--- config.mk ---
export PLATFORM = sky130hd
export DESIGN_NAME = fbwm_ctrl
export DESIGN_NICKNAME = d
export VERILOG_FILES = /design/src/design/fbwm_pkg.sv /design/src/design/fbwm_ctrl.sv
export VERILOG_INCLUDE_DIRS = /design/src /design/src/design
export SDC_FILE = /design/constraint.sdc
export NUM_CORES = 1
export LEC_CHECK = 0
export BUFFER_PORTS_ARGS = -buffer_cell sky130_fd_sc_hd__buf_2
export CAP_MARGIN = 15
export CORE_AREA = 5 5 45 47
export DETAILED_ROUTE_END_ITERATION = 6
export DIE_AREA = 0 0 50 52
export PLACE_DENSITY_LB_ADDON = 0.15
export SYNTH_ARGS = -nofsm -noshare
export SYNTH_HDL_FRONTEND = slang
export SYNTH_SLANG_ARGS = --single-unit
--- constraint.sdc ---
create_clock -name clk -period 2.94 [get_ports clk]
set_input_delay 0.882 -clock clk [delete_from_list [all_inputs] [get_ports clk]]
set_output_delay 0.882 -clock clk [all_outputs]
set_load 0.1 [all_outputs]
--- src/design/frame_budget_window_monitor_macros.svh ---
// Assertion macros used by the frame budget window monitor sequencer.
`ifndef FRAME_BUDGET_WINDOW_MONITOR_MACROS_SVH
`define FRAME_BUDGET_WINDOW_MONITOR_MACROS_SVH
`ifndef SYNTHESIS
`define FBWM_ASSERT(name, clk, rst, prop) \
  name: assert property (@(posedge clk) disable iff (rst) prop) \
    else $error("fbwm assertion failed");
`define FBWM_ASSERT_NEXT(name, clk, rst, a, b) \
  name: assert property (@(posedge clk) disable iff (rst) (a) |=> (b)) \
    else $error("fbwm assertion failed");
`else
`define FBWM_ASSERT(name, clk, rst, prop)
`define FBWM_ASSERT_NEXT(name, clk, rst, a, b)
`endif
`endif

--- src/design/fbwm_pkg.sv ---
// Types and constants of the frame budget window monitor.
package fbwm_pkg;
  localparam int TW  = 23;
  localparam int IW  = 24;
  localparam int CW  = 32;
  localparam int BW  = 5;
  localparam int CFG_IW = 3;

  localparam logic [CFG_IW-1:0] CFG_TARGET = 3'd0;
  localparam logic [CFG_IW-1:0] CFG_WARN   = 3'd1;
  localparam logic [CFG_IW-1:0] CFG_CRIT   = 3'd2;
  localparam logic [CFG_IW-1:0] CFG_RENDER = 3'd3;
  localparam logic [CFG_IW-1:0] CFG_SIM    = 3'd4;
  localparam logic [CFG_IW-1:0] CFG_STREAM = 3'd5;
  localparam logic [CFG_IW-1:0] CFG_ALLOC  = 3'd6;

  localparam logic [TW-1:0] ONE_MS = 23'd256;
  localparam int RECIP_20 = 3277;
  localparam int RECIP_SH = 16;

  localparam logic [1:0] HEALTH_GOOD = 2'd0;
  localparam logic [1:0] HEALTH_WARN = 2'd1;
  localparam logic [1:0] HEALTH_CRIT = 2'd2;

  typedef enum logic [3:0] {
    S_IDLE, S_LOAD, S_INIT, S_SCAN, S_DRAIN, S_STEP, S_DIV_INIT, S_DIV, S_PUB
  } state_t;

  typedef struct packed {
    logic take;
    logic load;
    logic init;
    logic scan;
    logic step;
    logic div_init;
    logic div_run;
    logic publish;
  } cmd_t;

  typedef struct packed {
    logic clear_item;
    logic scan_last;
    logic bit_last;
    logic div_last;
  } status_t;
endpackage

--- src/design/fbwm_ctrl.sv ---
// Sequencer of the frame budget window monitor.
`include "frame_budget_window_monitor_macros.svh"
module fbwm_ctrl (
  input  logic            clk,
  input  logic            rst,
  input  logic            in_valid,
  output logic            in_ready,
  output logic            out_valid,
  input  logic            out_ready,
  input  fbwm_pkg::status_t sts,
  output fbwm_pkg::cmd_t  cmd
);
  import fbwm_pkg::*;

  state_t state, state_next;
  logic   out_free;

  assign out_free = !out_valid || out_ready;

  always_ff @(posedge clk) begin
    if (rst) begin
      state     <= S_IDLE;
      out_valid <= 1'b0;
    end else begin
      state <= state_next;
      if (cmd.publish) out_valid <= 1'b1;
      else if (out_ready) out_valid <= 1'b0;
    end
  end

  always_comb begin
    state_next = state;
    case (state)
      S_IDLE:     if (in_valid) state_next = S_LOAD;
      S_LOAD:     state_next = sts.clear_item ? S_PUB : S_INIT;
      S_INIT:     state_next = S_SCAN;
      S_SCAN:     if (sts.scan_last) state_next = S_DRAIN;
      S_DRAIN:    state_next = S_STEP;
      S_STEP:     state_next = sts.bit_last ? S_DIV_INIT : S_SCAN;
      S_DIV_INIT: state_next = S_DIV;
      S_DIV:      if (sts.div_last) state_next = S_PUB;
      S_PUB:      if (out_free) state_next = S_IDLE;
      default:    state_next = S_IDLE;
    endcase
  end

  always_comb begin
    cmd          = '0;
    in_ready     = 1'b0;
    case (state)
      S_IDLE: begin
        in_ready = 1'b1;
        cmd.take = in_valid;
      end
      S_LOAD:     cmd.load = 1'b1;
      S_INIT:     cmd.init = 1'b1;
      S_SCAN:     cmd.scan = 1'b1;
      S_DRAIN:    cmd = '0;
      S_STEP:     cmd.step = 1'b1;
      S_DIV_INIT: cmd.div_init = 1'b1;
      S_DIV:      cmd.div_run = 1'b1;
      S_PUB:      cmd.publish = out_free;
      default:    cmd = '0;
    endcase
  end

  `FBWM_ASSERT(a_pub_free, clk, rst, cmd.publish |-> (!out_valid || out_ready))
  `FBWM_ASSERT_NEXT(a_take_load, clk, rst, cmd.take, state == S_LOAD)
  `FBWM_ASSERT(a_rise_pub, clk, rst, $rose(out_valid) |-> $past(state) == S_PUB)
endmodule

==> results.py <==
metrics = {
    "sta": {
        "hold_viol": 0,
        "finalSetupTns_ns": 0,
        "period_share_pct": 92.0,
        "rsz0062_at_grt": "no",
        "maxSlewViolCount": 0,
        "finalCriticalPeriod_ns": 2.70,
        "clock_skew_ns": 0.000349,
        "final-setup-viol-count": 0,
        "maxSlewHeadroom_pct": 67.8,
        "tightest_slew_ns": 0.487,
        "fmax_ghz": 0.370,
    },
    "synth": {
        "yosysWarningCount": 0,
        "ys_types": 24,
        "synth_area_leaders": "dfxtp_1 (26%), nand2b_1 (12%), mux2i_1 (5.3%), nor3_1 (5.3%), nor2_1 (5.0%)",
        "yosys.area.top_type": "dfxtp_1",
        "syn_nets": 58,
        "synth.most_common_cell": "nand2b_1",
        "synth_top_area_share_pct": 26.4,
        "synth_cells": 50,
        "synth_common_cells": "nand2b_1 (7), dfxtp_1 (5), nor2_1 (5)",
        "avgSynthCellArea_um2": 7.58,
        "async_flop_share_pct": 0,
        "synth-edff-count": 0,
        "netlist_area_um2": 379,
        "ys_seq_elements": 5,
        "yosysSeqAreaShare_pct": 26.4,
        "synth_ff_type": "dfxtp_1",
    },
    "clock_tree": {
        "cts.sinks": 5,
        "cts_hold_buf": 0,
        "tritoncts": "yes",
        "post_cts_resized": 0,
        "cts_buffers": 3,
        "postCtsSetupBuffers": 0,
        "clk_pin_slew_worst_paths_ns": 0.04,
        "max-clock-path-buffers": 2,
        "worst_skew_pair.late_latency_ns": 0.24,
        "root_buffer": "clkbuf_4",
        "htree_levels": 1,
    },
    "final_layout": {
        "final_layout_size_suffix_gt1_share_pct": 46.5,
        "final_nets": 80,
        "final_util_pct": 34.6,
        "antenna_cells": 0,
        "syn_to_final_growth_pct": 47.2,
    },
    "floorplan": {
        "die_h_um": 52,
        "die_area_um2": 2600,
        "num_rows": 15,
        "die_w_um": 50,
        "coreArea_um2": 1610,
        "pin_count": 18,
        "initial_core_util_pct": 23.5,
    },
    "route": {
        "drt-total-wl_um": 980,
        "vias": 414,
        "drc": 0,
        "ant_nets": 0,
        "dr.pass1.iters": 3,
        "viasPerCell": 4.70,
        "drtIter0Drc": 2,
        "wl_per_cell_um": 11.1,
    },
    "placed_design": {
        "port_buffers": 17,
        "gp_congestion": 0.716,
        "hpwlAfterDp_um": 771,
    },
    "worst_setup_path": {
        "critPathMaxStageDelay_ns": 0.61,
        "critPathRequiredTime_ns": 2.06,
        "critPathSlowestCell": "or4b_4",
        "critPathKind": "reg2out",
        "cp.arrival_ns": 1.82,
        "crit_buf_inv": 1,
        "critPathMaxFanout": 13,
        "startpoint_type": "flip-flop",
        "crit_family": "simple AND/OR/NAND/NOR gates",
        "crit_path_end_kind": "output port",
        "cp_cell_sequence": "or4b_4, nor2b_2, buf_2",
    },
    "grt": {
        "grt_overflow": 0,
        "antenna_found_initial": 0,
        "track_usage_pct": 8.80,
        "grt_pass1_vias": 428,
        "grt_max_degree": 14,
        "grt_pass1_wl_mm": 1.83,
    },
    "flow_run": {
        "drv_cap": 0,
    },
    "run_status": {
        "status": "finished clean",
    },
    "hold_path": {
        "worstHoldPathType": "reg2reg",
    },
}
-- worst register-to-register path, stage by stage, from the launching register on --
cell	delay, ns
dfxtp_1	0.30
buf_4	0.18
or4_1	0.52
a21oi_1	0.18
nor3_2	0.10
mux2i_1	0.13
-- through the flow --
| stage | hold slack (ns) | instance area, µm² | cells | setup WS (ns) |
|---|---|---|---|---|
| after floorplan | 0.557 | 417 | 50 | -0.514 |
| after global placement | 0.581 | 532 | 84 | 0.373 |
| after detailed placement | 0.575 | 532 | 84 | 0.359 |
| after CTS | 0.581 | 558 | 88 | 0.218 |
| after global routing | 0.618 | 558 | 88 | 0.160 |
| final | 0.574 | 558 | 88 | 0.236 |
-- sequential cells by signal, indices dropped and copies added (netlist names) --
signal     cells
out_valid      1
state          4
-- final timing paths --
path | slack (ns) | startpoint | depth (start not counted) | endpoint
setup / recovery | 0.24 | state[2]$_SDFFE_PP0P_ | 3 | cmd[0]
hold / removal | 0.57 | out_valid$_SDFFE_PP0P_ | 2 | out_valid$_SDFFE_PP0P_
hold reg to reg | 0.57 | out_valid$_SDFFE_PP0P_ | 2 | out_valid$_SDFFE_PP0P_
setup reg to reg | 1.41 | state[1]$_SDFFE_PP0P_ | 5 | state[0]$_SDFFE_PP0P_
-- cell families (layout without fill, tap and decap cells) --
family,after synthesis,in the layout,share of synthesized area (%)
AO/OA/AOI/OAI,8,8,12.2
AND/OR/NAND/NOR,29,29,47.5
multiplexers,3,3,8.25
flip-flops,5,5,26.4
buffers and inverters,5,26,5.61
-- layout by cell type (no fill, tap or decap) --
master    Yosys  routed
nand3_1       1       1
mux2i_1       2       2
nor3b_1       2       1
dfxtp_1       5       5
clkbuf_4      0       3
nor2b_2       0       1
nand4b_1      1       1
or4_1         1       1
nor2_1        5       5
or4b_4        1       1
o21ai_0       3       3
nand2_1       2       2
and2_1        1       1
o32ai_1       1       1
nor4_4        0       1
clkbuf_1      1       1
buf_2         2      17
nor2_4        1       1
buf_4         0       3
nor3_1        4       1
nor3_2        1       4
nor3b_2       0       1
mux2_2        1       1
nand2b_1      7       7
a21boi_0      1       1
a21oi_1       3       3
inv_1         2       2
-- per-layer routing --
| metal | vias up | global-route usage [%] | part of all wire, % |
|---|---|---|---|
| met5 | - | 0 | 0 |
| met2 | 7 | 14.9 | 52 |
| li1 | 219 | - | - |
| met3 | 0 | 1.15 | 4.2 |
| met1 | 188 | 10.5 | 44 |
| met4 | 0 | 5.24 | 0 |
-- area by class of cell --
| type | instances | area [µm²] |
|---|---|---|
| tap | 17 | 21.3 |
| fill | 186 | 1060 |
| multi-input combinational | 40 | 295 |
| inverter | 2 | 7.51 |
| sequential | 5 | 100 |
| clock buffer | 4 | 26.3 |
| timing repair buffer | 20 | 108 |
Power is left out: the tool's default activity adds up to more than one toggle a clock period on the data nets, which glitch-free logic cannot reach.
